<file path="src/rtl/core/mkd_pkg.sv">
package mkd_pkg;

	localparam int SLOT_COUNT_DEF = 16;
	localparam int GLYPH_COUNT    = 37;
	localparam int GLYPH_W        = 6;
	localparam int SLOT_OUT_W     = 4;
	localparam int CFG_IDX_W      = 2;
	localparam int CFG_DATA_W     = 16;

	localparam logic [GLYPH_W-1:0] UNKNOWN_GLYPH = 6'd26;

	localparam logic [CFG_IDX_W-1:0] CFG_DEBOUNCE_LIMIT   = 2'd0;
	localparam logic [CFG_IDX_W-1:0] CFG_DECODE_GAP_LIMIT = 2'd1;
	localparam logic [CFG_IDX_W-1:0] CFG_COLUMN_TICKS     = 2'd2;
	localparam logic [CFG_IDX_W-1:0] CFG_DASH_LIMIT       = 2'd3;

	localparam logic [15:0] DEBOUNCE_LIMIT_RST   = 16'd20;
	localparam logic [15:0] DECODE_GAP_LIMIT_RST = 16'd300;
	localparam logic [7:0]  COLUMN_TICKS_RST     = 8'd10;
	localparam logic [7:0]  DASH_LIMIT_RST       = 8'd3;

	// Symbol patterns with a trailing one appended; the unknown entry is never matched.
	localparam logic [7:0] MORSE_PATTERNS [GLYPH_COUNT] = '{
		8'h0B, 8'h31, 8'h35, 8'h19, 8'h05, 8'h25, 8'h1D, 8'h21, 8'h09, 8'h2F,
		8'h1B, 8'h29, 8'h0F, 8'h0D, 8'h1F, 8'h2D, 8'h3B, 8'h15, 8'h11, 8'h07,
		8'h13, 8'h23, 8'h17, 8'h33, 8'h37, 8'h39, 8'h00, 8'h5F, 8'h4F, 8'h47,
		8'h43, 8'h41, 8'h61, 8'h71, 8'h79, 8'h7D, 8'h7F
	};

	typedef enum logic [1:0] {
		EV_NONE,
		EV_DOWN,
		EV_UP,
		EV_GAP
	} key_ev_t;

	typedef enum logic [1:0] {
		ACT_NONE,
		ACT_MARK,
		ACT_SPACE,
		ACT_GAP
	} line_act_t;

	typedef struct packed {
		logic                  tone_on;
		line_act_t             line_action;
		logic                  char_valid;
		logic [GLYPH_W-1:0]    char_index;
		logic [SLOT_OUT_W-1:0] char_slot;
		logic                  row_wrapped;
	} line_res_t;

	function automatic logic [GLYPH_W-1:0] glyph_lookup(input logic [7:0] sym);
		logic [7:0]         pat;
		logic [GLYPH_W-1:0] glyph;
		pat   = {sym[6:0], 1'b1};
		glyph = UNKNOWN_GLYPH;
		for (int i = 0; i < GLYPH_COUNT; i++) begin
			if (i != int'(UNKNOWN_GLYPH) && MORSE_PATTERNS[i] == pat) begin
				glyph = GLYPH_W'(i);
			end
		end
		return glyph;
	endfunction

endpackage

</file>
<file path="src/rtl/core/mkd_key_if.sv">
interface mkd_key_if;
	logic valid;
	logic ready;
	logic key_pressed;

	modport source (output valid, output key_pressed, input ready);
	modport sink (input valid, input key_pressed, output ready);
endinterface

</file>
<file path="src/rtl/core/mkd_res_if.sv">
interface mkd_res_if import mkd_pkg::*; ();
	logic                  valid;
	logic                  ready;
	logic                  tone_on;
	logic [1:0]            line_action;
	logic                  char_valid;
	logic [GLYPH_W-1:0]    char_index;
	logic [SLOT_OUT_W-1:0] char_slot;
	logic                  row_wrapped;

	modport source (output valid, output tone_on, output line_action, output char_valid,
		output char_index, output char_slot, output row_wrapped, input ready);
	modport sink (input valid, input tone_on, input line_action, input char_valid,
		input char_index, input char_slot, input row_wrapped, output ready);
endinterface

</file>
<file path="src/rtl/core/mkd_cfg_if.sv">
interface mkd_cfg_if import mkd_pkg::*; ();
	logic                  valid;
	logic                  ready;
	logic [CFG_IDX_W-1:0]  index;
	logic [CFG_DATA_W-1:0] data;

	modport source (output valid, output index, output data, input ready);
	modport sink (input valid, input index, input data, output ready);
endinterface

</file>
<file path="src/rtl/core/mkd_key_fsm.sv">
module mkd_key_fsm import mkd_pkg::*; (
	input  logic        clk,
	input  logic        arst_n,
	input  logic        step,
	input  logic        pressed,
	input  logic [15:0] debounce_limit,
	input  logic [15:0] decode_gap_limit,
	output key_ev_t     ev
);

	typedef enum logic [1:0] {
		KEY_IDLE,
		KEY_DOWN,
		KEY_UP
	} key_mode_t;

	key_mode_t   mode_q, mode_d;
	logic [15:0] release_q, release_d;
	logic [15:0] gap_q, gap_d;
	logic [15:0] release_inc;
	logic [15:0] gap_inc;

	assign release_inc = (release_q == 16'hFFFF) ? release_q : release_q + 16'd1;
	assign gap_inc     = (gap_q == 16'hFFFF) ? gap_q : gap_q + 16'd1;

	always_comb begin
		mode_d    = mode_q;
		release_d = release_q;
		gap_d     = gap_q;
		ev        = EV_NONE;
		unique case (mode_q)
			KEY_DOWN: begin
				if (pressed) begin
					release_d = '0;
				end else if (release_inc > debounce_limit) begin
					ev        = EV_UP;
					release_d = '0;
					mode_d    = KEY_UP;
				end else begin
					release_d = release_inc;
				end
			end
			KEY_UP: begin
				if (pressed) begin
					gap_d  = '0;
					ev     = EV_DOWN;
					mode_d = KEY_DOWN;
				end else if (gap_inc > decode_gap_limit) begin
					ev     = EV_GAP;
					gap_d  = '0;
					mode_d = KEY_IDLE;
				end else begin
					gap_d = gap_inc;
				end
			end
			default: begin
				mode_d = KEY_IDLE;
				if (pressed) begin
					ev     = EV_DOWN;
					mode_d = KEY_DOWN;
				end
			end
		endcase
	end

	always_ff @(posedge clk or negedge arst_n) begin
		if (!arst_n) begin
			mode_q    <= KEY_IDLE;
			release_q <= '0;
			gap_q     <= '0;
		end else if (step) begin
			mode_q    <= mode_d;
			release_q <= release_d;
			gap_q     <= gap_d;
		end
	end

endmodule

</file>
<file path="src/rtl/core/mkd_line_fsm.sv">
module mkd_line_fsm import mkd_pkg::*; #(
	parameter int SLOT_COUNT = SLOT_COUNT_DEF
) (
	input  logic       clk,
	input  logic       arst_n,
	input  logic       step,
	input  key_ev_t    ev,
	input  logic [7:0] column_ticks,
	input  logic [7:0] dash_limit,
	output line_res_t  res
);

	localparam int SLOT_CNT_W = ($clog2(SLOT_COUNT + 1) > SLOT_OUT_W) ?
		$clog2(SLOT_COUNT + 1) : SLOT_OUT_W;

	typedef enum logic [1:0] {
		LINE_IDLE,
		LINE_DOWN,
		LINE_UP,
		LINE_GAP
	} line_mode_t;

	line_mode_t            mode_q, mode_d, mode_cur;
	logic [7:0]            column_q, column_d, column_cur, column_inc;
	logic [7:0]            mark_q, mark_d;
	logic [7:0]            symbol_q, symbol_d;
	logic [SLOT_CNT_W-1:0] slot_q, slot_d, slot_use;
	logic                  wrap;

	assign mode_cur   = (ev != EV_NONE) ? line_mode_t'(ev) : mode_q;
	assign column_cur = (ev != EV_NONE) ? 8'd0 : column_q;
	assign column_inc = (column_cur == 8'hFF) ? column_cur : column_cur + 8'd1;
	assign wrap       = (slot_q >= SLOT_CNT_W'(SLOT_COUNT));
	assign slot_use   = wrap ? '0 : slot_q;

	always_comb begin
		mode_d   = mode_cur;
		column_d = column_cur;
		mark_d   = mark_q;
		symbol_d = symbol_q;
		slot_d   = slot_q;
		res      = '0;
		unique case (mode_cur)
			LINE_DOWN: begin
				res.tone_on = 1'b1;
				column_d    = column_inc;
				if (column_inc > column_ticks) begin
					res.line_action = ACT_MARK;
					mark_d          = (mark_q == 8'hFF) ? mark_q : mark_q + 8'd1;
					column_d        = '0;
				end
			end
			LINE_UP: begin
				column_d = column_inc;
				if (column_inc > column_ticks) begin
					res.line_action = ACT_SPACE;
					if (mark_q != 8'd0) begin
						symbol_d = {symbol_q[6:0], (mark_q > dash_limit)};
						mark_d   = '0;
					end
					column_d = '0;
				end
			end
			LINE_GAP: begin
				res.line_action = ACT_GAP;
				res.char_valid  = 1'b1;
				res.char_index  = glyph_lookup(symbol_q);
				res.char_slot   = slot_use[SLOT_OUT_W-1:0];
				res.row_wrapped = wrap;
				slot_d          = slot_use + SLOT_CNT_W'(1);
				symbol_d        = 8'd1;
				mode_d          = LINE_IDLE;
			end
			default: begin
				mode_d = LINE_IDLE;
			end
		endcase
	end

	always_ff @(posedge clk or negedge arst_n) begin
		if (!arst_n) begin
			mode_q   <= LINE_IDLE;
			column_q <= '0;
			mark_q   <= '0;
			symbol_q <= 8'd1;
			slot_q   <= '0;
		end else if (step) begin
			mode_q   <= mode_d;
			column_q <= column_d;
			mark_q   <= mark_d;
			symbol_q <= symbol_d;
			slot_q   <= slot_d;
		end
	end

endmodule

</file>
<file path="src/rtl/core/morse_key_decoder.sv">
// Morse key decoder. Each request on the key channel is one tick carrying the key level,
// and each produces exactly one result request holding the sidetone enable, the scroll
// column action and, on a character gap, the decoded glyph with its display slot. A tick
// is registered at the input, passes the key and line state machines combinationally and
// lands in the result register, so one tick is taken every clock cycle unless the result
// channel stalls; the result register lets the next tick enter while a result waits to be
// taken. The four timing registers are written through the configuration channel, which
// is always ready, and should be changed only while no ticks are in flight.
module morse_key_decoder import mkd_pkg::*; #(
	parameter int SLOT_COUNT = SLOT_COUNT_DEF
) (
	input logic        clk,
	input logic        arst_n,
	mkd_cfg_if.sink    cfg,
	mkd_key_if.sink    key,
	mkd_res_if.source  result
);

	logic [15:0] debounce_limit_q;
	logic [15:0] decode_gap_limit_q;
	logic [7:0]  column_ticks_q;
	logic [7:0]  dash_limit_q;

	logic        valid_s1;
	logic        key_s1;
	logic        out_valid_q;
	line_res_t   out_q;
	logic        step;
	logic        out_free;
	key_ev_t     ev;
	line_res_t   line_res;

	assign cfg.ready = 1'b1;

	always_ff @(posedge clk or negedge arst_n) begin
		if (!arst_n) begin
			debounce_limit_q   <= DEBOUNCE_LIMIT_RST;
			decode_gap_limit_q <= DECODE_GAP_LIMIT_RST;
			column_ticks_q     <= COLUMN_TICKS_RST;
			dash_limit_q       <= DASH_LIMIT_RST;
		end else if (cfg.valid) begin
			unique case (cfg.index)
				CFG_DEBOUNCE_LIMIT:   debounce_limit_q   <= cfg.data;
				CFG_DECODE_GAP_LIMIT: decode_gap_limit_q <= cfg.data;
				CFG_COLUMN_TICKS:     column_ticks_q     <= cfg.data[7:0];
				CFG_DASH_LIMIT:       dash_limit_q       <= cfg.data[7:0];
				default: ;
			endcase
		end
	end

	assign out_free  = !out_valid_q || result.ready;
	assign step      = valid_s1 && out_free;
	assign key.ready = !valid_s1 || out_free;

	always_ff @(posedge clk or negedge arst_n) begin
		if (!arst_n) begin
			valid_s1 <= 1'b0;
		end else if (key.ready) begin
			valid_s1 <= key.valid;
		end
	end

	always_ff @(posedge clk) begin
		if (key.ready && key.valid) begin
			key_s1 <= key.key_pressed;
		end
	end

	mkd_key_fsm u_key_fsm (
		.clk              (clk),
		.arst_n           (arst_n),
		.step             (step),
		.pressed          (key_s1),
		.debounce_limit   (debounce_limit_q),
		.decode_gap_limit (decode_gap_limit_q),
		.ev               (ev)
	);

	mkd_line_fsm #(
		.SLOT_COUNT (SLOT_COUNT)
	) u_line_fsm (
		.clk          (clk),
		.arst_n       (arst_n),
		.step         (step),
		.ev           (ev),
		.column_ticks (column_ticks_q),
		.dash_limit   (dash_limit_q),
		.res          (line_res)
	);

	always_ff @(posedge clk or negedge arst_n) begin
		if (!arst_n) begin
			out_valid_q <= 1'b0;
		end else if (out_free) begin
			out_valid_q <= step;
		end
	end

	always_ff @(posedge clk) begin
		if (step) begin
			out_q <= line_res;
		end
	end

	assign result.valid       = out_valid_q;
	assign result.tone_on     = out_q.tone_on;
	assign result.line_action = 2'(out_q.line_action);
	assign result.char_valid  = out_q.char_valid;
	assign result.char_index  = out_q.char_index;
	assign result.char_slot   = out_q.char_slot;
	assign result.row_wrapped = out_q.row_wrapped;

	a_char_on_gap: assert property (@(posedge clk) disable iff (!arst_n)
		out_valid_q |-> (out_q.char_valid == (out_q.line_action == ACT_GAP)))
		else $error("character flag and gap action disagree");

	a_char_fields_idle: assert property (@(posedge clk) disable iff (!arst_n)
		(out_valid_q && !out_q.char_valid) |->
		(out_q.char_index == '0 && out_q.char_slot == '0 && !out_q.row_wrapped))
		else $error("character fields set without a character");

	a_wrap_slot_zero: assert property (@(posedge clk) disable iff (!arst_n)
		(out_valid_q && out_q.row_wrapped) |-> (out_q.char_slot == '0))
		else $error("wrapped character not in slot zero");

	a_tone_action: assert property (@(posedge clk) disable iff (!arst_n)
		(out_valid_q && out_q.tone_on) |->
		(out_q.line_action == ACT_NONE || out_q.line_action == ACT_MARK))
		else $error("sidetone on outside a mark");

	a_ready_when_empty: assert property (@(posedge clk) disable iff (!arst_n)
		!out_valid_q |-> key.ready)
		else $error("input stalled with an empty result register");

endmodule

</file>
<file path="src/flat_wrapper.sv">
// flat-port wrapper written by rule: the top's interface ports become plain ports
module morse_key_decoder_flat import mkd_pkg::*;
#(
	parameter int SLOT_COUNT = SLOT_COUNT_DEF
)
  (clk, arst_n, cfg_valid, cfg_index, cfg_data, cfg_ready, key_valid, key_key_pressed, key_ready, result_valid, result_tone_on, result_line_action, result_char_valid, result_char_index, result_char_slot, result_row_wrapped, result_ready);
  mkd_cfg_if cfg_i ();
  mkd_key_if key_i ();
  mkd_res_if result_i ();
  input logic clk;
  input logic arst_n;
  input wire logic [$bits(cfg_i.valid)-1:0] cfg_valid;
  input wire logic [$bits(cfg_i.index)-1:0] cfg_index;
  input wire logic [$bits(cfg_i.data)-1:0] cfg_data;
  output wire logic [$bits(cfg_i.ready)-1:0] cfg_ready;
  input wire logic [$bits(key_i.valid)-1:0] key_valid;
  input wire logic [$bits(key_i.key_pressed)-1:0] key_key_pressed;
  output wire logic [$bits(key_i.ready)-1:0] key_ready;
  output wire logic [$bits(result_i.valid)-1:0] result_valid;
  output wire logic [$bits(result_i.tone_on)-1:0] result_tone_on;
  output wire logic [$bits(result_i.line_action)-1:0] result_line_action;
  output wire logic [$bits(result_i.char_valid)-1:0] result_char_valid;
  output wire logic [$bits(result_i.char_index)-1:0] result_char_index;
  output wire logic [$bits(result_i.char_slot)-1:0] result_char_slot;
  output wire logic [$bits(result_i.row_wrapped)-1:0] result_row_wrapped;
  input wire logic [$bits(result_i.ready)-1:0] result_ready;
  assign cfg_i.valid = cfg_valid;
  assign cfg_i.index = cfg_index;
  assign cfg_i.data = cfg_data;
  assign cfg_ready = cfg_i.ready;
  assign key_i.valid = key_valid;
  assign key_i.key_pressed = key_key_pressed;
  assign key_ready = key_i.ready;
  assign result_valid = result_i.valid;
  assign result_tone_on = result_i.tone_on;
  assign result_line_action = result_i.line_action;
  assign result_char_valid = result_i.char_valid;
  assign result_char_index = result_i.char_index;
  assign result_char_slot = result_i.char_slot;
  assign result_row_wrapped = result_i.row_wrapped;
  assign result_i.ready = result_ready;
  morse_key_decoder #(.SLOT_COUNT(SLOT_COUNT)) u_core (.clk(clk), .arst_n(arst_n), .cfg(cfg_i), .key(key_i), .result(result_i));
endmodule
</file>
<file path="config.mk">
export PLATFORM = sky130hd
export DESIGN_NAME = morse_key_decoder_flat
export DESIGN_NICKNAME = d
export VERILOG_FILES = /design/src/rtl/core/mkd_pkg.sv /design/src/rtl/core/mkd_key_if.sv /design/src/rtl/core/mkd_res_if.sv /design/src/rtl/core/mkd_cfg_if.sv /design/src/rtl/core/mkd_key_fsm.sv /design/src/rtl/core/mkd_line_fsm.sv /design/src/rtl/core/morse_key_decoder.sv /design/src/flat_wrapper.sv
export SDC_FILE = /design/constraint.sdc
export NUM_CORES = 1
export LEC_CHECK = 0
export ABC_AREA = 1
export BUFFER_PORTS_ARGS = -buffer_cell sky130_fd_sc_hd__buf_2
export CAP_MARGIN = 25
export CORE_ASPECT_RATIO = 0.9
export CORE_UTILIZATION = 40
export CTS_CLUSTER_SIZE = 40
export DETAILED_ROUTE_END_ITERATION = 12
export GPL_TIMING_DRIVEN = 0
export PLACE_DENSITY = 0.58
export SYNTH_ARGS = -nofsm -noshare
export SYNTH_HDL_FRONTEND = slang
export SYNTH_SLANG_ARGS = --single-unit
export TNS_END_PERCENT = 20
</file>
<file path="constraint.sdc">
create_clock -name clk -period 5.3 [get_ports clk]
set_input_delay 0.53 -clock clk [delete_from_list [all_inputs] [get_ports clk]]
set_output_delay 0.53 -clock clk [all_outputs]
set_load 0.05 [all_outputs]
</file>
==> results.yml <==
clocking:
  clkTransAtPathRegs_ns: 0.06
  cts_root_buffer: "clkbuf_16"
  cts.sinks: 130
  clk_latency_ns: 0.43
  h-tree-depth: 4
  cts_buffers: 17
  clockBufferDepth: 2
  cts_tree: "done"
routing:
  drc: 0
  wl_per_cell_um: 14.3
  drt-total-wl_mm: 20.9
  via_count: 7360
  first_pass_iters: 7
  drtAntennaViolNets: 0
  drtIter0Drc: 438
  drt-vias-per-instance: 5.03
placement:
  finalWeightedCongestion: 0.884
  numPortBuffers: 40
  hpwlAfterDp_mm: 14.0
  place_area_sq_mm: 0.00875
worst_setup_path:
  critPathKind: "register to register"
  max_stage_delay_ns: 0.37
  slowest_stage: "dfrtp_1"
  end_kind: "register"
  path_max_fanout: 8
  critPathLaunchType: "register"
  arrival_ns: 6.00
  crit_required_ns: 5.59
power:
  p_comb_frac: 0.495
  switching_share: 0.434
  sequentialPowerShare: 0.290
  internal-power_uw: 3040
  peakVddDrop_mv: 0.263
  switching_power_uw: 2340
  pwr-share-clk: 0.215
  powerDensity_mw_per_mm2: 519
  p_leak_uw: 0.00505
  finalPower_uw: 5380
outcome:
  outcome: "finished, violations left"
  violations: "negative setup slack"
sta:
  drv_slew: 0
  hold_viol: 0
  period_share: 1.08
  report.final.setup_viol: 23
  rsz0062_at_grt: "yes"
  timing.final.ws_setup_ns: -0.412
  finalClockSkew_ns: 0.00950
  worst_slew_pin_slew_ns: 0.721
  fmax_ghz: 0.175
  period_needed_ns: 5.71
  slew_headroom: 0.517
floorplanning:
  initial_core_util: 0.409
  pin_count: 42
  die_w_um: 153
  coreArea_sq_mm: 0.0200
  die_y_um: 138
  dieArea_sq_mm: 0.0210
  rows: 49
global_routing:
  grt_max_degree: 92
  track_usage: 0.204
  antenna_found_initial: 0
  grt_remaining_overflow: 0
  grt_pass1_vias: 6859
  grt_pass1_wl_mm: 33.9
synthesis:
  synth-edff-count: 16
  yosysTopAreaCellShare: 0.315
  ys_seq_area_frac: 0.410
  ys.warnings.count: 0
  syn-cell-area_sq_mm: 0.00817
  yosys-top-cells-area: "dfrtp_1 32%, inv_1 9.8%, nand2_1 9.4%"
  synth_top_area_cell: "dfrtp_1"
  ys_top_cells_by_count: "214 x inv_1, 205 x nand2_1, 103 x dfrtp_1, 94 x nor2_1, 91 x o21ai_0"
  ys.flop_type: "dfrtp_1"
  async_flop_share: 0.877
  ys_ff_latch: 130
  syn_area_per_cell_sq_um: 7.67
  synth_cell_types: 52
  syn_nets: 1150
  syn_inst: 1065
  synth_most_common_cell: "inv_1"
layout:
  final_area_sq_mm: 0.0104
  antenna_cells: 0
  area_growth_pct: 26.8
  drive_above_1_share: 0.232
  nets: 1281
job:
  drv_cap: 0
worst_hold_path:
  min_path_type: "input pin to register"
-- worst max-delay path, delay by kind of cell, from the launching register on --
family | cells | cell delay, ns
AND/OR/NAND/NOR | 25 | 3.03
AO/OA/AOI/OAI | 4 | 0.41
adder cells (fa/ha/maj) | 4 | 0.76
XOR/XNOR | 2 | 0.38
flip-flops | 1 | 0.37
buffers and inverters | 8 | 0.60
-- cells by family after synthesis --
logic type,count (synthesis),synth area share
other,1,0.000459
and+or+nand+nor,416,0.229
xor gates and xnor gates,21,0.0225
adders and majority gates,61,0.0934
buffers and inverters,237,0.110
AOI/OAI and AO/OA,199,0.135
DFF,130,0.410
-- per-stage QoR --
stage	setup slack [ns]	util	instances	hold slack, ns	TNS [ns]
floorplan	0.0126	-	1065	0.234	0
global placement	-0.987	0.435	1360	0.467	-21.52
detailed placement	-1.09	0.438	1362	0.408	-22.99
CTS	-0.404	0.496	1442	0.271	-3.60
global route	-0.778	0.518	1464	0.279	-13.74
finish	-0.412	0.518	1464	0.281	-4.52
-- path summary, 6_finish.rpt --
| check | slack, ns | depth (start not counted) | endpoint | start |
|---|---|---|---|---|
| setup / recovery | -0.41 | 43 | u_core.u_line_fsm.mark_q[5] | u_core.u_key_fsm.release_q[0] |
| hold / removal | 0.28 | 1 | u_core.key_s1 | key_key_pressed |
| setup reg to reg | -0.41 | 43 | u_core.u_line_fsm.mark_q[5] | u_core.u_key_fsm.release_q[0] |
| hold reg to reg | 0.48 | 2 | u_core.dash_limit_q[5] | u_core.dash_limit_q[5] |
| max in group asynchronous | 4.03 | 3 | u_core.decode_gap_limit_q[8] | arst_n |
| min in group asynchronous | 0.53 | 2 | u_core.u_key_fsm.gap_q[6] | arst_n |
-- cells in the final DEF (no fill, tap or decap), types with 5 or more instances in the layout --
master / count
nand4_1: 19
nor3_4: 5
a21oi_2: 13
clkinv_1: 6
nor3_1: 15
o21ai_0: 81
nor4_1: 5
xor2_1: 15
dfstp_2: 11
inv_2: 16
nor2_2: 9
nor2_1: 81
nand2_2: 13
nand2_1: 193
buf_2: 39
o21ai_1: 9
edfxtp_1: 16
nor3_2: 8
a21oi_1: 44
clkbuf_1: 12
buf_4: 68
nand3_1: 33
nand3_2: 13
ha_1: 49
dfrtp_1: 103
xor2_2: 5
nor2_4: 7
inv_1: 197
o22ai_1: 24
inv_4: 5
ha_4: 9
clkbuf_16: 17
-- metal layers --
layer  vias up  GRT usage  part of all wire
li1       3728          -                 -
met4         0     0.0623             0.016
met3        27     0.0368             0.042
met5         -          0                 0
met1      3442      0.284              0.49
met2       163      0.322              0.45
-- power groups by stage --
stage               clock network [uW]  registers (uW)  logic (uW)
floorplan                            0            1570        1540
global placement                     0            1540        2030
detailed placement                   0            1550        2080
CTS                               1170            1540        2380
global route                      1210            1600        3000
finish                            1160            1560        2660
-- timing repair --
item / in CTS / in global routing
setup endpoints to repair: 25 / 31
pin swaps: 40 / 51
hold buffers: 1 / 0
hold endpoints to repair: 21 / 0
gates resized for setup: 68 / 65
buffers inserted: 47 / 22
-- sequential cells by signal, summed over array words and instances, names as in the netlist --
signal,cells
u_core.debounce_limit_q,16
u_core.decode_gap_limit_q,16
u_core.u_key_fsm.gap_q,16
u_core.u_key_fsm.release_q,16
u_core.column_ticks_q,8
u_core.dash_limit_q,8
u_core.u_line_fsm.column_q,8
u_core.u_line_fsm.mark_q,8
u_core.u_line_fsm.symbol_q,7
u_core.result.char_index,6
u_core.u_line_fsm.slot_q,5
u_core.result.char_slot,4
u_core.result.line_action,2
u_core.u_key_fsm.mode_q,2
u_core.u_line_fsm.mode_q,2
u_core.key_s1,1
u_core.result.char_valid,1
u_core.result.row_wrapped,1
u_core.result.tone_on,1
u_core.result.valid,1
u_core.valid_s1,1
-- layout make-up --
type / count / area, sq um
Timing Repair Buffer: 112 / 785
Buffer: 17 / 86.3
Multi-Input combinational cell: 698 / 4420
Inverter: 220 / 838
Clock inverter: 15 / 141
Clock buffer: 17 / 425
Sequential cell: 130 / 3350
Fill cell: 1842 / 9630
Tap cell: 255 / 319
(Power assumes the default switching activity.)
